[src/rtl/core/rir_pkg.sv]
package rir_pkg;

   // configuration port
   localparam int DATA_W = 32;
   localparam int ADDR_W = 3;
   localparam int CFG_W  = 9;

   // register indexes
   localparam logic REG_SRC_WIDTH  = 1'b0;
   localparam logic REG_SRC_HEIGHT = 1'b1;

   // reset value of both dimension registers
   localparam logic [CFG_W-1:0] DIM_RESET = 9'd256;

   // pixel layout
   localparam int CHANNELS = 4;
   localparam int CH_W     = 8;
   localparam int PIX_W    = CHANNELS * CH_W;

   // item kinds
   localparam logic KIND_LOAD = 1'b0;
   localparam logic KIND_EMIT = 1'b1;

   typedef struct packed {
      logic            kind;
      logic [CH_W-1:0] red_in;
      logic [CH_W-1:0] green_in;
      logic [CH_W-1:0] blue_in;
      logic [CH_W-1:0] alpha_in;
   } req_payload_type;

   typedef struct packed {
      logic [CH_W-1:0] red_out;
      logic [CH_W-1:0] green_out;
      logic [CH_W-1:0] blue_out;
      logic [CH_W-1:0] alpha_out;
      logic            frame_end;
   } rsp_payload_type;

   typedef enum logic [2:0] {
      ST_SIZE,
      ST_CLEAR,
      ST_IDLE,
      ST_READ,
      ST_HOLD
   } state_type;

endpackage

[src/rtl/core/rir_req_if.sv]
interface rir_req_if;
   logic                     valid;
   logic                     ready;
   rir_pkg::req_payload_type data;

   modport source (output valid, output data, input ready);
   modport sink (input valid, input data, output ready);
endinterface

[src/rtl/core/rir_rsp_if.sv]
interface rir_rsp_if;
   logic                     valid;
   logic                     ready;
   rir_pkg::rsp_payload_type data;

   modport source (output valid, output data, input ready);
   modport sink (input valid, input data, output ready);
endinterface

[src/rtl/core/rir_ctrl.sv]
module rir_ctrl #(
   parameter int MAX_DIM = 256
) (
   input  logic                                   clock,
   input  logic                                   reset,
   input  logic [$clog2(MAX_DIM+1)-1:0]           dim_w,
   input  logic [$clog2(MAX_DIM+1)-1:0]           dim_h,
   input  logic                                   restart,
   rir_req_if.sink                                req,
   rir_rsp_if.source                              rsp,
   output logic                                   pix_wr_en,
   output logic [$clog2(MAX_DIM*MAX_DIM)-1:0]     pix_wr_addr,
   output logic [rir_pkg::PIX_W-1:0]              pix_wr_data,
   input  logic [rir_pkg::PIX_W-1:0]              pix_rd_data,
   output logic                                   vld_wr_en,
   output logic [$clog2(MAX_DIM*MAX_DIM)-1:0]     vld_wr_addr,
   output logic                                   vld_wr_data,
   input  logic                                   vld_rd_data,
   output logic                                   mem_rd_en,
   output logic [$clog2(MAX_DIM*MAX_DIM)-1:0]     mem_rd_addr
);
   import rir_pkg::*;

   localparam int DIM_W = $clog2(MAX_DIM + 1);
   localparam int CW    = $clog2(MAX_DIM);
   localparam int AW    = $clog2(MAX_DIM * MAX_DIM);
   localparam int PW    = 2 * DIM_W;

   state_type       state_ff, state_in;
   logic [AW-1:0]   clr_ff, clr_in;
   logic [AW-1:0]   last_ff, last_in;
   logic [CW-1:0]   load_col_ff, load_col_in;
   logic [CW-1:0]   load_row_ff, load_row_in;
   logic [AW-1:0]   load_addr_ff, load_addr_in;
   logic [AW-1:0]   emit_pos_ff, emit_pos_in;
   logic            rsp_valid_ff, rsp_valid_in;
   rsp_payload_type rsp_data_ff, rsp_data_in;

   logic            accept;
   logic            is_load;
   logic            is_emit;
   logic            slot_free;
   logic            emit_done;
   logic            clear_wr;
   logic            frame_end;
   logic [PW-1:0]   prod;
   logic [PW-1:0]   prod_m1;
   logic [DIM_W-1:0] w_m1;
   logic [DIM_W-1:0] h_m1;
   logic [DIM_W-1:0] row_next_addr;

   // frame size, last raster index
   assign prod    = PW'(dim_w) * PW'(dim_h);
   assign prod_m1 = prod - PW'(1);
   assign last_in = prod_m1[AW-1:0];

   assign w_m1          = dim_w - DIM_W'(1);
   assign h_m1          = dim_h - DIM_W'(1);
   assign row_next_addr = dim_h - DIM_W'(load_row_ff) - DIM_W'(2);

   // input handshake
   assign req.ready = (state_ff == ST_IDLE);
   assign accept    = req.valid & req.ready;
   assign is_load   = accept & (req.data.kind == KIND_LOAD);
   assign is_emit   = accept & (req.data.kind == KIND_EMIT);
   assign slot_free = ~rsp_valid_ff | rsp.ready;
   assign frame_end = (emit_pos_ff == last_ff);

   // next state and memory control
   always_comb begin
      state_in  = state_ff;
      clr_in    = clr_ff;
      emit_done = 1'b0;
      clear_wr  = 1'b0;
      unique case (state_ff)
         ST_SIZE: begin
            clr_in   = '0;
            state_in = ST_CLEAR;
         end
         ST_CLEAR: begin
            clear_wr = 1'b1;
            clr_in   = clr_ff + AW'(1);
            if (clr_ff == last_ff) begin
               state_in = ST_IDLE;
            end
         end
         ST_IDLE: begin
            if (is_emit) begin
               state_in = ST_READ;
            end
         end
         ST_READ, ST_HOLD: begin
            if (!vld_rd_data) begin
               state_in = ST_IDLE;
            end else if (slot_free) begin
               emit_done = 1'b1;
               state_in  = ST_IDLE;
            end else begin
               state_in = ST_HOLD;
            end
         end
         default: state_in = ST_SIZE;
      endcase
      if (restart) begin
         state_in = ST_SIZE;
      end
   end

   // pixel store: written by loads
   assign pix_wr_en   = is_load;
   assign pix_wr_addr = load_addr_ff;
   assign pix_wr_data = {req.data.red_in, req.data.green_in,
                         req.data.blue_in, req.data.alpha_in};

   // valid store: set by loads, dropped by emits and the clearing pass
   assign vld_wr_en   = is_load | emit_done | clear_wr;
   assign vld_wr_data = is_load;
   assign vld_wr_addr = is_load ? load_addr_ff : (clear_wr ? clr_ff : emit_pos_ff);

   assign mem_rd_en   = is_emit;
   assign mem_rd_addr = emit_pos_ff;

   // load and emit positions
   always_comb begin
      load_col_in  = load_col_ff;
      load_row_in  = load_row_ff;
      load_addr_in = load_addr_ff;
      emit_pos_in  = emit_pos_ff;
      if (state_ff == ST_SIZE || state_ff == ST_CLEAR) begin
         load_col_in  = '0;
         load_row_in  = '0;
         load_addr_in = AW'(h_m1);
         emit_pos_in  = '0;
      end else begin
         if (is_load) begin
            if (DIM_W'(load_col_ff) == w_m1) begin
               load_col_in = '0;
               if (DIM_W'(load_row_ff) == h_m1) begin
                  load_row_in  = '0;
                  load_addr_in = AW'(h_m1);
               end else begin
                  load_row_in  = load_row_ff + CW'(1);
                  load_addr_in = AW'(row_next_addr);
               end
            end else begin
               load_col_in  = load_col_ff + CW'(1);
               load_addr_in = load_addr_ff + AW'(dim_h);
            end
         end
         if (emit_done) begin
            emit_pos_in = frame_end ? '0 : emit_pos_ff + AW'(1);
         end
      end
   end

   // output register
   always_comb begin
      rsp_valid_in = rsp_valid_ff & ~rsp.ready;
      rsp_data_in  = rsp_data_ff;
      if (emit_done) begin
         rsp_valid_in          = 1'b1;
         rsp_data_in.red_out   = pix_rd_data[4*CH_W-1:3*CH_W];
         rsp_data_in.green_out = pix_rd_data[3*CH_W-1:2*CH_W];
         rsp_data_in.blue_out  = pix_rd_data[2*CH_W-1:CH_W];
         rsp_data_in.alpha_out = pix_rd_data[CH_W-1:0];
         rsp_data_in.frame_end = frame_end;
      end
   end

   assign rsp.valid = rsp_valid_ff;
   assign rsp.data  = rsp_data_ff;

   always_ff @(posedge clock) begin
      if (reset) begin
         state_ff     <= ST_SIZE;
         rsp_valid_ff <= 1'b0;
      end else begin
         state_ff     <= state_in;
         rsp_valid_ff <= rsp_valid_in;
      end
   end

   always_ff @(posedge clock) begin
      clr_ff       <= clr_in;
      last_ff      <= last_in;
      load_col_ff  <= load_col_in;
      load_row_ff  <= load_row_in;
      load_addr_ff <= load_addr_in;
      emit_pos_ff  <= emit_pos_in;
      rsp_data_ff  <= rsp_data_in;
   end

endmodule
[src/flat_wrapper.sv]
// flat-port wrapper written by rule: the top's interface ports become plain ports
module rir_ctrl_flat import rir_pkg::*;
#(
   parameter int MAX_DIM = 256
)
  (clock, reset, dim_w, dim_h, restart, pix_wr_en, pix_wr_addr, pix_wr_data, pix_rd_data, vld_wr_en, vld_wr_addr, vld_wr_data, vld_rd_data, mem_rd_en, mem_rd_addr, req_valid, req_data, req_ready, rsp_valid, rsp_data, rsp_ready);
  rir_req_if req_i ();
  rir_rsp_if rsp_i ();
  input  logic clock;
  input  logic reset;
  input  logic [$clog2(MAX_DIM+1)-1:0] dim_w;
  input  logic [$clog2(MAX_DIM+1)-1:0] dim_h;
  input  logic restart;
  output logic pix_wr_en;
  output logic [$clog2(MAX_DIM*MAX_DIM)-1:0] pix_wr_addr;
  output logic [rir_pkg::PIX_W-1:0] pix_wr_data;
  input  logic [rir_pkg::PIX_W-1:0] pix_rd_data;
  output logic vld_wr_en;
  output logic [$clog2(MAX_DIM*MAX_DIM)-1:0] vld_wr_addr;
  output logic vld_wr_data;
  input  logic vld_rd_data;
  output logic mem_rd_en;
  output logic [$clog2(MAX_DIM*MAX_DIM)-1:0] mem_rd_addr;
  input wire logic [$bits(req_i.valid)-1:0] req_valid;
  input wire logic [$bits(req_i.data)-1:0] req_data;
  output wire logic [$bits(req_i.ready)-1:0] req_ready;
  output wire logic [$bits(rsp_i.valid)-1:0] rsp_valid;
  output wire logic [$bits(rsp_i.data)-1:0] rsp_data;
  input wire logic [$bits(rsp_i.ready)-1:0] rsp_ready;
  assign req_i.valid = req_valid;
  assign req_i.data = req_data;
  assign req_ready = req_i.ready;
  assign rsp_valid = rsp_i.valid;
  assign rsp_data = rsp_i.data;
  assign rsp_i.ready = rsp_ready;
  rir_ctrl #(.MAX_DIM(MAX_DIM)) u_core (.clock(clock), .reset(reset), .dim_w(dim_w), .dim_h(dim_h), .restart(restart), .req(req_i), .rsp(rsp_i), .pix_wr_en(pix_wr_en), .pix_wr_addr(pix_wr_addr), .pix_wr_data(pix_wr_data), .pix_rd_data(pix_rd_data), .vld_wr_en(vld_wr_en), .vld_wr_addr(vld_wr_addr), .vld_wr_data(vld_wr_data), .vld_rd_data(vld_rd_data), .mem_rd_en(mem_rd_en), .mem_rd_addr(mem_rd_addr));
endmodule
[config.mk]
export PLATFORM = sky130hd
export DESIGN_NAME = rir_ctrl_flat
export DESIGN_NICKNAME = d
export VERILOG_FILES = /design/src/rtl/core/rir_pkg.sv /design/src/rtl/core/rir_req_if.sv /design/src/rtl/core/rir_rsp_if.sv /design/src/rtl/core/rir_ctrl.sv /design/src/flat_wrapper.sv
export SDC_FILE = /design/constraint.sdc
export NUM_CORES = 1
export LEC_CHECK = 0
export BUFFER_PORTS_ARGS = -buffer_cell sky130_fd_sc_hd__buf_2
export CAP_MARGIN = 15
export CORE_MARGIN = 8
export CORE_UTILIZATION = 45
export DETAILED_ROUTE_END_ITERATION = 6
export PLACE_DENSITY = 0.76
export RECOVER_POWER = 100
export SETUP_SLACK_MARGIN = 0.05
export SYNTH_ARGS = -nofsm -noshare
export SYNTH_HDL_FRONTEND = slang
export SYNTH_SLANG_ARGS = --single-unit
export TNS_END_PERCENT = 20
[constraint.sdc]
create_clock -name clock -period 6.18 [get_ports clock]
set_input_delay 0.309 -clock clock [delete_from_list [all_inputs] [get_ports clock]]
set_output_delay 0.309 -clock clock [all_outputs]
set_load 0.01 [all_outputs]
==> out/qor.yml <==
drc: 0
critPathRequiredTime_ps: 6520
grt.overflow.total: 0
num_rows: 53
crit_start: "dim_h[3]"
grt_pass1_wl_mm: 41.37
place_congestion: 0.9017
r2r_cells: 6
synth.area.top_cells: "edfxtp_1, dfxtp_1, fa_1"
seqPwrFrac_pct: 29.0
p_int_mw: 2.125
synth-edff-count: 58
dieArea_um2: 26440
io_buffers: 143
post_cts.repair.setup_buffers: 0
synth_seq_area_share_pct: 30.22
initial_core_util_pct: 45.86
post-place-ws_ps: 1020
dp_cells: 1394
worst_ep_arrival_time_ps: 5430
slowest_delay_ps: 580
p_per_area_nw_per_um2: 314.6
status: "complete, but fails checks"
htree_levels: 4
reg2reg_to: "u_core.mem_rd_addr[12]$_SDFFE_PP0P_"
syn_area_um2: 9672
yosysTopAreaCell: "edfxtp_1"
multiInputGateArea_um2: 5882
cts.sinks: 117
fin_skew_ps: 16.25
place_area_um2: 10350
final_cells: 1426
area_delta_synth_final_pct: 11.14
setup_tns_ps: 0
cts_resized: 0
hold_buffers: 0
synth_cell_types: 66
ir_worst_vdd_mv: 0.2258
antenna_left: 0
fp.dieW_um: 162.6
cp_common_cell: "fa_1"
power.switching_mw: 1.256
end_kind: "flop"
synth_flop_cell: "dfxtp_1"
grt-busiest-layer: "met2"
clk_pin_slew_ps: 60
setup_violations: 0
nNetsFinal: 1354
crit_end: "u_core.last_ff[15]$_DFF_P_"
drive_gt1_share_pct: 8.514
critPathMaxFanout: 13
syn_nets: 1262
vias_per_cell: 5.530
fin_area_um2: 10750
yosysMostFrequentCell: "nand2_1"
antenna_found_initial: 0
finalPower_mw: 3.382
crit_chain: "clkbuf_1 > nand2_1 > fa_1 > inv_1 > ha_1 > fa_1 > fa_1 > inv_1 > fa_1 > inv_1 > ha_1 > nand2_1 > o211ai_1 > o311ai_0 > a21oi_1 > a2111o_1 > a21oi_1 > xnor2_1"
yosys_warnings: 0
die_y_um: 162.6
dr.pass1.iters: 5
grt_pass1_vias: 7777
combPwrFrac_pct: 42.9
syn_inst: 1046
clockBufferDepth: 2
rsz0062_at_grt: "no"
p_leak_nw: 4.527
p_clk_share_pct: 28.1
max_slew_margin_pct: -23.81
coreArea_um2: 21090
hpwl_mm: 20.51
path_class: "in2reg"
routedWlPerCell_um: 18.41
num_io_pins: 208
cts-buffers-inserted: 17
gr-usage-met1_pct: 24.24
ys_ff_latch: 117
period_share_pct: 82.43
register_area_um2: 2923
drv_cap: 2
tritoncts: "done"
whs_ps: 56.91
drtIter0Drc: 568
final_hold_viol_count: 0
worst_setup_path_start_kind: "primary input"
timing.final.ws_setup_ps: 1086
antennaDiodeCount: 0
worstReg2RegStart: "u_core.state_ff[0]$_SDFFE_PP0P_"
drv_slew: 66
n_fill_cell: 1959
vias: 7886
synthTopCellsByCount: "nand2_1, inv_1, ha_1"
synth_area_per_cell_um2: 9.246
clk_latency_ps: 420
grt_max_degree: 36
max_freq_ghz: 0.1963
gr-usage-met3_pct: 4.449
async_flop_share_pct: 0
layout_min_cycle_time_ps: 5094
violations: "capacitance limit, slew limit"
tightest_slew_ps: 1857
fin_util_pct: 50.97
synth_top_area_share_pct: 18.01
ff2ff_setup_slack_ps: 2280
gr-usage-met2_pct: 33.86
switching_share_pct: 37.15
grt.total_usage_pct: 19.77
wl_mm: 26.25
min-delay-path-class: "in2reg"
cts_root_buf: "clkbuf_16"
crit_slowest_cell: "clkbuf_1"
cell type report:
type	instances	area share (%)
clock buffers	20	4.458
clock inverters	12	0.8381
inverters	108	3.771
multi-input cells	746	54.72
flip-flops and latches	117	27.19
well taps	275	3.201
repair buffers	148	5.820
logic make-up (layout without fill, tap and decap cells):
family          after synthesis  in the layout  synth area share, %
simple gates                347            347                17.76
buf+inv                     183            288                8.551
fa+ha+maj                   127            127                20.70
xor+xnor                    125            125                11.47
compound gates              123            123                8.797
flops                       117            117                30.22
mux                          24             24                2.497
layout by cell type, fill, tap and decap left out, types with 3 or more instances in the layout:
cell type	n
dfxtp_1	59
xnor2_1	60
o211ai_1	6
fa_1	55
edfxtp_1	58
a211oi_1	5
nor4_1	13
a21oi_1	30
a21o_1	5
o221a_1	5
nand3_1	17
clkbuf_16	19
o21ai_0	37
ha_1	72
xor2_1	64
o31ai_1	5
nor3_1	16
mux2i_1	23
clkinv_4	3
inv_6	4
a31oi_1	7
nor2_1	71
nand4_1	31
and2_1	24
or3_1	9
nor2b_1	6
and3_1	17
nand2_1	113
clkbuf_1	95
buf_2	53
nand2b_1	10
o21a_1	3
clkinv_2	3
inv_1	108
state kept, by name, summed over array words and instances (netlist names):
name                count
u_core.last_ff         16
u_core.pix_wr_addr     16
u_core.rsp.valid        1
u_core.load_row_ff      8
u_core.state_ff         3
u_core.clr_ff          16
u_core.rsp.data        33
u_core.mem_rd_addr     16
u_core.load_col_ff      8
power groups by stage:
stage,Clock [mW],Combinational [mW],Sequential (mW)
after floorplan,0,1.18,0.963
after global placement,0,1.42,0.995
after detailed placement,0,1.45,0.996
after CTS,0.966,1.47,0.979
after global routing,0.992,1.68,0.985
final,0.949,1.45,0.982
worst min path at each step:
stage                                               end  slack (ps)  depth (start not counted)                   startpoint
after floorplan             u_core.rsp.valid$_SDFF_PP0_         380                          1                        reset
after global placement      u_core.rsp.valid$_SDFF_PP0_         460                          2  u_core.rsp.valid$_SDFF_PP0_
after detailed placement  u_core.rsp.data[14]$_DFFE_PP_         490                          1              pix_rd_data[13]
after CTS                 u_core.rsp.data[14]$_DFFE_PP_          50                          1              pix_rd_data[13]
after global routing       u_core.rsp.data[1]$_DFFE_PP_          50                          1               pix_rd_data[0]
final                     u_core.rsp.data[14]$_DFFE_PP_          60                          1              pix_rd_data[13]
per-layer routing:
layer,vias up,share of wire [%]
met1,3798,43
met4,0,2.5
met5,-,0
met2,348,47
li1,3696,-
met3,44,7.7
worst max-delay path: cells and delay by family:
kind	cells	cell delay, ps
compound gates	5	1270
xor+xnor	1	130
fa+ha+maj	6	2740
buf+inv	4	710
simple gates	2	270
(Power assumes the default switching activity.)
