**src/rtl/core/rir_pkg.sv**
```systemverilog
package rir_pkg;

   // configuration port
   localparam int DATA_W = 32;
   localparam int ADDR_W = 3;
   localparam int CFG_W  = 9;

   // register indexes
   localparam logic REG_SRC_WIDTH  = 1'b0;
   localparam logic REG_SRC_HEIGHT = 1'b1;

   // reset value of both dimension registers
   localparam logic [CFG_W-1:0] DIM_RESET = 9'd256;

   // pixel layout
   localparam int CHANNELS = 4;
   localparam int CH_W     = 8;
   localparam int PIX_W    = CHANNELS * CH_W;

   // item kinds
   localparam logic KIND_LOAD = 1'b0;
   localparam logic KIND_EMIT = 1'b1;

   typedef struct packed {
      logic            kind;
      logic [CH_W-1:0] red_in;
      logic [CH_W-1:0] green_in;
      logic [CH_W-1:0] blue_in;
      logic [CH_W-1:0] alpha_in;
   } req_payload_type;

   typedef struct packed {
      logic [CH_W-1:0] red_out;
      logic [CH_W-1:0] green_out;
      logic [CH_W-1:0] blue_out;
      logic [CH_W-1:0] alpha_out;
      logic            frame_end;
   } rsp_payload_type;

   typedef enum logic [2:0] {
      ST_SIZE,
      ST_CLEAR,
      ST_IDLE,
      ST_READ,
      ST_HOLD
   } state_type;

endpackage

```
**src/rtl/core/rir_csr.sv**
```systemverilog
module rir_csr #(
   parameter int MAX_DIM = 256
) (
   input  logic                         clock,
   input  logic                         reset,
   input  logic                         psel,
   input  logic                         penable,
   input  logic                         pwrite,
   input  logic [rir_pkg::ADDR_W-1:0]   paddr,
   input  logic [rir_pkg::DATA_W-1:0]   pwdata,
   output logic [rir_pkg::DATA_W-1:0]   prdata,
   output logic                         pready,
   output logic [$clog2(MAX_DIM+1)-1:0] dim_w,
   output logic [$clog2(MAX_DIM+1)-1:0] dim_h,
   output logic                         restart
);
   import rir_pkg::*;

   localparam int DIM_W = $clog2(MAX_DIM + 1);

   logic [CFG_W-1:0] width_ff, width_in;
   logic [CFG_W-1:0] height_ff, height_in;
   logic             wr_hit;

   // saturate a register value into 1..MAX_DIM
   function automatic logic [DIM_W-1:0] clamp_dim(input logic [CFG_W-1:0] v);
      logic [DIM_W-1:0] r;
      if (v == '0) begin
         r = DIM_W'(1);
      end else if (int'(v) > MAX_DIM) begin
         r = DIM_W'(MAX_DIM);
      end else begin
         r = DIM_W'(v);
      end
      return r;
   endfunction

   assign pready = 1'b1;
   assign wr_hit = psel & penable & pwrite & pready;

   // decode writes
   always_comb begin
      width_in  = width_ff;
      height_in = height_ff;
      if (wr_hit) begin
         unique case (paddr[2])
            REG_SRC_WIDTH:  width_in  = pwdata[CFG_W-1:0];
            REG_SRC_HEIGHT: height_in = pwdata[CFG_W-1:0];
            default:        width_in  = width_ff;
         endcase
      end
   end

   always_ff @(posedge clock) begin
      if (reset) begin
         width_ff  <= DIM_RESET;
         height_ff <= DIM_RESET;
      end else begin
         width_ff  <= width_in;
         height_ff <= height_in;
      end
   end

   // read back
   always_comb begin
      unique case (paddr[2])
         REG_SRC_WIDTH:  prdata = DATA_W'(width_ff);
         REG_SRC_HEIGHT: prdata = DATA_W'(height_ff);
         default:        prdata = '0;
      endcase
   end

   assign dim_w   = clamp_dim(width_ff);
   assign dim_h   = clamp_dim(height_ff);
   assign restart = wr_hit;

endmodule

```
**config.mk**
```make
export PLATFORM = sky130hd
export DESIGN_NAME = rir_csr
export DESIGN_NICKNAME = d
export VERILOG_FILES = /design/src/rtl/core/rir_pkg.sv /design/src/rtl/core/rir_csr.sv
export SDC_FILE = /design/constraint.sdc
export NUM_CORES = 1
export LEC_CHECK = 0
export BUFFER_PORTS_ARGS = -buffer_cell sky130_fd_sc_hd__buf_2
export CAP_MARGIN = 20
export CORE_ASPECT_RATIO = 0.5
export CORE_MARGIN = 2
export CORE_UTILIZATION = 35
export CTS_CLUSTER_DIAMETER = 50
export CTS_CLUSTER_SIZE = 30
export DETAILED_ROUTE_END_ITERATION = 8
export PLACE_DENSITY = 0.82
export SETUP_SLACK_MARGIN = 0.4
export SKIP_CTS_REPAIR_TIMING = 1
export SYNTH_ARGS = -nofsm -noshare
export SYNTH_HDL_FRONTEND = slang
export SYNTH_SLANG_ARGS = --single-unit
export TNS_END_PERCENT = 100
```
**constraint.sdc**
```tcl
create_clock -name clock -period 2.2 [get_ports clock]
set_input_delay 0.44 -clock clock [delete_from_list [all_inputs] [get_ports clock]]
set_output_delay 0.44 -clock clock [all_outputs]
set_load 0.01 [all_outputs]
```
==> metrics.yaml, run 1 <==
pwr:
  max-vdd-ir-drop_mv: 0.163
  p_per_area_mw_per_mm2: 477
  p_leak_nw: 0.719
route:
  wl_met2_mm: 1.28
  top_layer_used: "met4"
  wl_per_cell_microns: 10.9
  wl_met1_mm: 1.03
  vias_per_cell: 4.28
  met3RoutedLength_microns: 100
  vias: 958
  wirelength_mm: 2.44
  postRouteAntennaNets: 0
  drtIter0Drc: 31
  post-route-drc-count: 0
  dr.pass1.iters: 4
die:
  rows: 15
  initial_core_util_pct: 36.2
  die_area_sq_mm: 0.00403
  ioPinCount: 92
  die_w_microns: 87.8
  core_area_sq_mm: 0.00340
  die_h_microns: 45.9
synthesis:
  syn_inst: 134
  synth.ff_latch_count: 18
  syn_avg_cell_area_sq_um: 9.18
  yosysWarningCount: 0
  ys_types: 22
  syn-cell-area_sq_mm: 0.00123
  ys_seq_area_share_pct: 29.3
placement:
  hpwl_mm: 1.83
  gp_congestion: 0.729
  port_buffers: 42
worst_setup_path:
  critPathSlowestCell: "or4_4"
  crit_path_max_fanout: 4
  crit_required_ns: 1.76
  path_class: "reg2out"
  worst_ep_arrival_time_ns: 1.39
  start_kind: "register"
  worstSetupEndpointType: "primary output"
  max_stage_delay_ns: 0.53
  rrSetupSlack_ns: 1.39
  worstPathCellList: "or4_4, o22ai_2, buf_2"
cts:
  clkSinkCount: 18
  clockBufferDepth: 2
  cts_made_buffers: 3
  h-tree-depth: 1
  clkLatencyLatePin_ns: 0.25
  clk_transition_reported_paths_ns: 0.06
  clock-root-buffer: "clkbuf_8"
  cts_tree: "built"
cells_and_area:
  final-seq-area_sq_um: 373
  fillerInstances: 316
  antenna_cells: 0
  multi_input_area_sq_um: 737
  area_growth_pct: 19.4
  drive_gt1_share_pct: 41.6
  final_nets: 214
timing:
  fin_worst_skew_ns: 0
  rsz0062_at_grt: "yes"
  period_needed_ns: 1.83
  finalSetupViolCount: 0
  max_freq_ghz: 0.545
  slew_viol_final: 0
  finalHoldViolCount: 0
  fin_tns_setup_ns: 0
  whs_ns: 0.458
  final.period_utilization_pct: 83.4
grt:
  grt_pass1_wl_mm: 3.55
  grt-ovfl-total: 0
  grt_usage_pct: 11.6
  grt_pass1_vias: 807
  grt_max_degree: 28
  antenna_found_initial: 0
outcome:
  status: "completed"
job:
  maxCapViolCount: 0
hold_path:
  hold_path_class: "in2reg"
placed cells by master, fill, tap and decap left out, types with 2 or more instances in the layout:
cell type and instances:
or4_4 4, buf_2 42, conb_1 24, nor2_1 3, clkbuf_8 4, inv_1 2
mux2i_1 18, or2b_1 2, nor2b_1 14, dfxtp_2 7, mux2_2 8, buf_4 3
nand2b_1 22, dfxtp_1 10, o22ai_2 2
routing by layer:
metal  track usage (%)  vias to the layer above
li1                  -                      474
met1              12.7                      453
met2              22.4                       29
met3              2.72                        2
met4              4.00                        0
met5                 0                        -
sequential cells by signal (all words and copies together), names as in the netlist:
register / count
height_ff: 9
width_ff: 9
kinds of logic after synthesis:
kind of cell / Yosys count / synth area share (%)
other: 2 / 0.611
flip-flops: 18 / 29.3
AND/OR/NAND/NOR: 51 / 27.6
multiplexers: 26 / 22.0
AO/OA/AOI/OAI: 3 / 2.44
buffers and inverters: 34 / 18.1
power by group:
part / leakage (nW) / internal [mW] / total (mW) / switching (mW)
registers: 0.148 / 0.333 / 0.340 / 0.00760
clock network: 0.0288 / 0.159 / 0.261 / 0.102
logic: 0.542 / 0.0428 / 0.0990 / 0.0562
total: 0.719 / 0.534 / 0.700 / 0.166
final timing paths:
| check | from | to | cells after the start |
|---|---|---|---|
| setup reg to reg | width_ff[8]$_SDFFE_PP1P_ | width_ff[8]$_SDFFE_PP1P_ | 3 |
| setup / recovery | width_ff[1]$_SDFFE_PP0P_ | dim_w[0] | 3 |
| hold reg to reg | width_ff[5]$_SDFFE_PP0P_ | width_ff[5]$_SDFFE_PP0P_ | 2 |
| hold / removal | pwdata[2] | height_ff[2]$_SDFFE_PP0P_ | 3 |
final cells by class:
| cell class | instances | share of cell area [%] |
|---|---|---|
| Multi-Input combinational cell | 104 | 50.2 |
| Inverter | 2 | 0.511 |
| Clock buffer | 4 | 3.75 |
| Tap cell | 51 | 4.34 |
| Timing Repair Buffer | 45 | 15.8 |
| Sequential cell | 18 | 25.4 |
per-stage QoR:
| stage | total power [mW] | std cells | setup WS [ns] | area, sq um | utilization (%) |
|---|---|---|---|---|---|
| after floorplan | 0.446 | 156 | 0.768 | 1310 | - |
| after global placement | 0.441 | 217 | 0.541 | 1370 | 40.4 |
| after detailed placement | 0.444 | 217 | 0.521 | 1370 | 40.4 |
| after CTS | 0.703 | 221 | 0.245 | 1430 | 42.0 |
| after global routing | 0.735 | 224 | 0.326 | 1470 | 43.2 |
| final | 0.700 | 224 | 0.365 | 1470 | 43.2 |
cells in the mapped netlist:
library cell	count	area, sq um
nand2_1	1	3.75
mux2_2	8	90.1
buf_2	1	5.00
or4_1	2	15.0
clkbuf_1	6	22.5
nand2b_1	22	138
and4b_1	1	10.0
or2b_1	2	15.0
mux2i_1	18	180
nand4b_1	1	8.76
nor2b_1	14	87.6
buf_4	25	188
nand4_2	1	12.5
dfxtp_1	18	360
and3_1	1	6.26
inv_1	2	7.51
conb_1	2	7.51
or4_4	2	22.5
o21ai_0	1	5.00
o22ai_2	2	25.0
and4_1	1	8.76
nor2_1	3	11.3
worst max-delay path: cells and delay by family (launching register included):
kind	cells	cell delay [ns]
AOI/OAI and AO/OA	1	0.13
buffers and inverters	1	0.15
DFF	1	0.33
and+or+nand+nor	1	0.53
Power figures use the tool's default switching activity.
==> run 2: changes to the inputs <==
--- a/config.mk
+++ b/config.mk
@@ -13,7 +13,7 @@
 export CTS_CLUSTER_DIAMETER = 50
 export CTS_CLUSTER_SIZE = 30
 export DETAILED_ROUTE_END_ITERATION = 8
-export PLACE_DENSITY = 0.82
+export PLACE_DENSITY = 0.85
 export SETUP_SLACK_MARGIN = 0.4
 export SKIP_CTS_REPAIR_TIMING = 1
 export SYNTH_ARGS = -nofsm -noshare
==> constraint.sdc (replaced) <==
create_clock -name clock -period 1.6 [get_ports clock]
set_input_delay 0.32 -clock clock [delete_from_list [all_inputs] [get_ports clock]]
set_output_delay 0.32 -clock clock [all_outputs]
set_load 0.01 [all_outputs]
==> run 2 against run 1 <==
Against the previous run: the flow now finishes with violations (setup timing); utilization increased by 4.3 points; sequential power increased by 38%; sequential share of layout area decreased by 1.9 points; largest cell class unchanged; clock skew unchanged; critical endpoint is now dim_h[0].
==> metrics.yaml, run 2 (synthesized netlist as in run 1, its figures left out) <==
cells_and_area:
  largestRegisters: "height_ff: 9 flops, width_ff: 9 flops"
  final_util_pct: 47.5  # +4.3 points
  final-seq-area_sq_um: 379  # +1.7%
  area_growth_pct: 31.2
  fillerInstances: 282  # -11%
  antenna_cells: 0  # unchanged
  final_nets: 221  # +3.3%
  mostFrequentLayoutCells: "buf_2 (34), conb_1 (24), nand2b_1 (22), mux2i_1 (18), dfxtp_2 (15)"
  final_cells: 231  # +3.1%
  multi_input_area_sq_um: 762  # +3.4%
  drive_gt1_share_pct: 48.9  # +7.3 points
  layout_commonest_cell: "buf_2"
  fin_area_sq_mm: 0.00161  # +9.9%
outcome:
  violations: "setup timing"
  status: "complete, but fails checks"
placement:
  hpwl_mm: 1.87  # +2.3%
  postPlaceCellArea_sq_mm: 0.00140  # +2.2%
  dpl.cell_count: 221  # +1.8%
  port_buffers: 42  # unchanged
  gp_congestion: 0.786  # +7.8%
timing:
  whs_ns: 0.329  # -0.129 ns
  final.period_utilization_pct: 106
  max_freq_ghz: 0.590
  finalSetupViolCount: 2  # +2
  setup_ws_ns: -0.0960  # -0.461 ns
  fin_worst_skew_ns: 0  # unchanged
  rsz0062_at_grt: "yes"
  finalHoldViolCount: 0  # unchanged
  slew_viol_final: 0  # unchanged
  period_needed_ns: 1.70
route:
  vias_per_cell: 4.50  # +5.3%
  vias: 1040  # +8.6%
  wirelength_mm: 2.99  # +23%
  wl_per_cell_microns: 13.0  # +19%
  post-route-drc-count: 0  # unchanged
  postRouteAntennaNets: 0  # unchanged
  dr.pass1.iters: 4  # unchanged
  drtIter0Drc: 66  # +110%
cts:
  cts_tree: "built"
  clock-root-buffer: "clkbuf_8"
  clockBufferDepth: 2  # unchanged
  clkSinkCount: 18  # unchanged
  clkLatencyLatePin_ns: 0.25  # about the same
  clk_transition_reported_paths_ns: 0.07  # about the same
  h-tree-depth: 1  # unchanged
  cts_made_buffers: 3  # unchanged
pwr:
  power_uw: 999  # +43%
  p_leak_nw: 0.782  # +8.8%
  max-vdd-ir-drop_mv: 0.304  # +86%
  p_per_area_mw_per_mm2: 619  # +30%
worst_setup_path:
  path_class: "reg2out"
  crit_path_max_fanout: 2  # -2
  max_stage_delay_ns: 0.53  # about the same
  critPathSlowestCell: "or4_4"
  worst_ep_arrival_time_ns: 1.38  # about the same
  crit_required_ns: 1.28  # -0.48 ns
  start_kind: "register"
  worstPathCellList: "or4_4, o22ai_2, buf_2"
  worstSetupEndpointType: "primary output"
die:
  core_area_sq_mm: 0.00340  # unchanged
  die_h_microns: 45.9  # unchanged
  rows: 15  # unchanged
  ioPinCount: 92  # unchanged
  die_area_sq_mm: 0.00403  # unchanged
  die_w_microns: 87.8  # unchanged
  initial_core_util_pct: 36.2  # unchanged
grt:
  grt_usage_pct: 12.2  # +0.67 points
  grt_max_degree: 28  # unchanged
  antenna_found_initial: 0  # unchanged
  grt_pass1_vias: 882  # +9.3%
  grt-ovfl-total: 0  # unchanged
  grt_pass1_wl_mm: 3.81  # +7.4%
hold_path:
  hold_path_class: "in2reg"
job:
  maxCapViolCount: 0  # unchanged
==> run 2: changes by cell type in the layout (fill, tap and decap cells not counted), sizes merged <==
cell / delta
buf: +7
==> run 2: worst paths after layout <==
path	endpoint	cells past startpoint	start	slack, ns
worst max-delay path	dim_h[0]	3	height_ff[8]$_SDFFE_PP1P_	-0.1
worst min-delay path	height_ff[4]$_SDFFE_PP0P_	3	pwdata[4]	0.33
worst max register to register	height_ff[5]$_SDFFE_PP0P_	3	height_ff[5]$_SDFFE_PP0P_	0.68
worst min register to register	width_ff[6]$_SDFFE_PP0P_	2	width_ff[6]$_SDFFE_PP0P_	0.49
==> run 2: cell type report <==
cell class                 instances  share of cell area, %
timing repair buffer              52                   21.5
inverter                           2                  0.465
sequential                        18                   23.5
clock buffer                       4                   3.41
tap                               51                   3.95
multi-input combinational        104                   47.2
==> run 2: stage by stage <==
stage          setup TNS (ns)  worst slack (ns)
2_1_floorplan               0             0.295
3_3_place_gp                0             0.155
3_5_place_dp                0             0.158
4_1_cts                -0.248            -0.126
5_1_grt                -0.246            -0.125
6_report               -0.184           -0.0960
==> run 2: power by group <==
part | internal (mW) | switching, mW
sequential | 0.460 | 0.00925
clock | 0.219 | 0.151
combinational | 0.0737 | 0.0870
==> run 2: per-layer routing <==
| metal | part of all wire (%) | global-route usage (%) |
|---|---|---|
| met3 | 4.6 | 2.17 |
| met1 | 40 | 13.3 |
| met2 | 53 | 24.1 |
| met5 | 0 | 0 |
| met4 | 2.2 | 5.23 |
==> run 2: critical path: cells and delay by family (launching register included) <==
family          cells  cell delay (ns)
compound gates      1             0.12
buf+inv             1             0.15
flops               1             0.32
simple gates        1             0.53
==> run 3: changes to the inputs <==
--- a/config.mk
+++ b/config.mk
@@ -5,6 +5,7 @@
 export SDC_FILE = /design/constraint.sdc
 export NUM_CORES = 1
 export LEC_CHECK = 0
+export ABC_AREA = 1
 export BUFFER_PORTS_ARGS = -buffer_cell sky130_fd_sc_hd__buf_2
 export CAP_MARGIN = 20
 export CORE_ASPECT_RATIO = 0.5
==> run 3 against run 2 <==
Against the previous run: the run now ends clean; worst setup slack improved by 0.11 ns; non-clock buffer count is 8 lower; clock power shrank 15%; sequential cell count unchanged; fmax increased by 6.9%; die area shrank 0.94%; register-to-register slack improved by 0.21 ns.
==> metrics.yaml, run 3 <==
outcome:
  status: "completed"
cells_and_area:
  mostFrequentLayoutCells: "nand2_1 (53), nor2_1 (46), buf_2 (41), conb_1 (24), inv_1 (18)"
  drive_gt1_share_pct: 39.3  # -9.5 points
  final_nets: 286  # +29%
  layout_commonest_cell: "nand2_1"
  area_growth_pct: 24.8
  antenna_cells: 0  # unchanged
  largestRegisters: "height_ff: 9 flops, width_ff: 9 flops"
  final_cells: 286  # +24%
timing:
  period_needed_ns: 1.59  # -0.109 ns
  rsz0062_at_grt: "yes"
  finalHoldViolCount: 0  # unchanged
  finalSetupViolCount: 0  # -2
  setup_ws_ns: 0.0131  # +0.109 ns
  slew_viol_final: 0  # unchanged
  final.period_utilization_pct: 99.2  # -6.8 points
  max_freq_ghz: 0.630  # +6.9%
  whs_ns: 0.298  # -0.0309 ns
  fin_tns_setup_ns: 0  # +0.184 ns
  fin_worst_skew_ns: 0  # unchanged
die:
  ioPinCount: 92  # unchanged
  core_area_sq_mm: 0.00338  # -0.55%
  rows: 15  # unchanged
  die_w_microns: 87.4  # -0.49%
  die_area_sq_mm: 0.00399  # -0.94%
  die_h_microns: 45.7  # -0.46%
  initial_core_util_pct: 36.0  # -0.17 points
synthesis:
  ys_async_sr_fraction_pct: 0  # unchanged
  synth_commonest_cells: "nor2_1 (58), nand2_1 (55), inv_1 (26)"
  syn-cell-area_sq_mm: 0.00122  # -1.0%
  synth.ff_latch_count: 18  # unchanged
  syn_avg_cell_area_sq_um: 5.91  # -36%
  synth.most_common_cell: "nor2_1"
  synth_ff_type: "dfxtp_1"
  synth_top_cell_by_area: "dfxtp_1"
  syn_inst: 206  # +54%
  synth_edf_count: 0  # unchanged
  synthTopCellsByArea: "dfxtp_1 (30%), nor2_1 (18%), nand2_1 (17%)"
  ys_types: 14  # -36%
  yosysWarningCount: 0  # unchanged
  yosys.area.top_type_share_pct: 29.6  # +0.30 points
  ys_seq_area_share_pct: 29.6  # +0.30 points
worst_setup_path:
  crit_required_ns: 1.28  # about the same
  startpoint: "height_ff[0]$_SDFFE_PP0P_"
  worst_ep_arrival_time_ns: 1.27  # -0.11 ns
  r2r.worst_path.cells: 3  # unchanged
  start_kind: "register"
  worstSetupEndpointType: "primary output"
  r2r-start: "height_ff[4]$_SDFFE_PP0P_"
  path_class: "reg2out"
  crit_path_max_fanout: 7  # +5
grt:
  grt_usage_pct: 13.8  # +1.6 points
  grt_pass1_vias: 996  # +13%
  grt_max_degree: 19  # -32%
  antenna_found_initial: 0  # unchanged
  grt_pass1_wl_mm: 4.16  # +9.2%
  grt-ovfl-total: 0  # unchanged
placement:
  gp_congestion: 0.773  # -1.6%
  dpl.cell_count: 282  # +28%
  hpwl_mm: 2.08  # +11%
  port_buffers: 42  # unchanged
  dp_slack_ns: 0.169  # +0.0108 ns
hold_path:
  hold_path_depth: 3  # unchanged
  min_from: "pwdata[8]"
  hold_path_class: "in2reg"
pwr:
  p_leak_nw: 0.807  # +3.2%
  p_per_area_mw_per_mm2: 689  # +11%
  max-vdd-ir-drop_mv: 0.279  # -8.1%
  power_mw: 1.05  # +4.7%
route:
  postRouteAntennaNets: 0  # unchanged
  post-route-drc-count: 0  # unchanged
  vias_per_cell: 4.33  # -3.8%
  wl_per_cell_microns: 10.3  # -21%
  dr.pass1.iters: 4  # unchanged
  wirelength_mm: 2.94  # -2.0%
  vias: 1239  # +19%
  drtIter0Drc: 48  # -27%
cts:
  cts_made_buffers: 3  # unchanged
  clk_transition_reported_paths_ns: 0.06  # about the same
  clkLatencyLatePin_ns: 0.25  # about the same
  clockBufferDepth: 2  # unchanged
  clock-root-buffer: "clkbuf_8"
  clkSinkCount: 18  # unchanged
  cts_tree: "built"
  h-tree-depth: 1  # unchanged
job:
  maxCapViolCount: 0  # unchanged
## run 3: stage by stage
stage	cell area [sq um]	utilization, %
after floorplan	1300	-
after global routing	1520	45.0
after detailed placement	1350	39.9
final	1520	45.0
after CTS	1390	41.1
after global placement	1350	39.9
## run 3: metal layers
metal  vias up  global-route usage [%]  wire length (microns)
li1        625                       -                      -
met1       555                    13.7                   1090
met2        50                    28.8                   1610
met3         9                    1.99                    155
met4         0                    7.38                     89
met5         -                       0                      0
## run 3: worst max-delay path: stages, from the launching register on
cell and delay, ns:
dfxtp_4 0.36, nor2_2 0.13, nand2_2 0.08, nor2_4 0.11, nor2_4 0.08, nor2_2 0.10
buf_2 0.15
## run 3: power by group
part / internal, mW / leakage, nW / switching (mW) / total (mW)
sequential: 0.463 / 0.154 / 0.0181 / 0.481
clock: 0.168 / 0.0216 / 0.148 / 0.316
combinational: 0.0866 / 0.631 / 0.163 / 0.250
## run 3: path summary, 6_finish.rpt
| kind | to | slack, ns |
|---|---|---|
| worst max-delay path | dim_h[4] | 0.01 |
| worst min-delay path | height_ff[8]$_SDFFE_PP1P_ | 0.30 |
| worst max register to register | height_ff[4]$_SDFFE_PP0P_ | 0.89 |
| worst min register to register | width_ff[4]$_SDFFE_PP0P_ | 0.50 |
## run 3: layout make-up
type,count,area [sq um]
multi-input cells,152,697
repair buffers,44,231
clock buffers,3,41.3
fillers,317,1860
well taps,42,52.6
flip-flops and latches,18,393
inverters,27,104
## run 3: kinds of logic (layout without fill, tap and decap cells)
| kind of cell | after synthesis | in the layout | share of synthesized area (%) |
|---|---|---|---|
| compound gates | 10 | 10 | 4.11 |
| buf+inv | 58 | 74 | 26.7 |
| flops | 18 | 18 | 29.6 |
| other cells | 2 | 24 | 0.617 |
| simple gates | 118 | 118 | 39.0 |
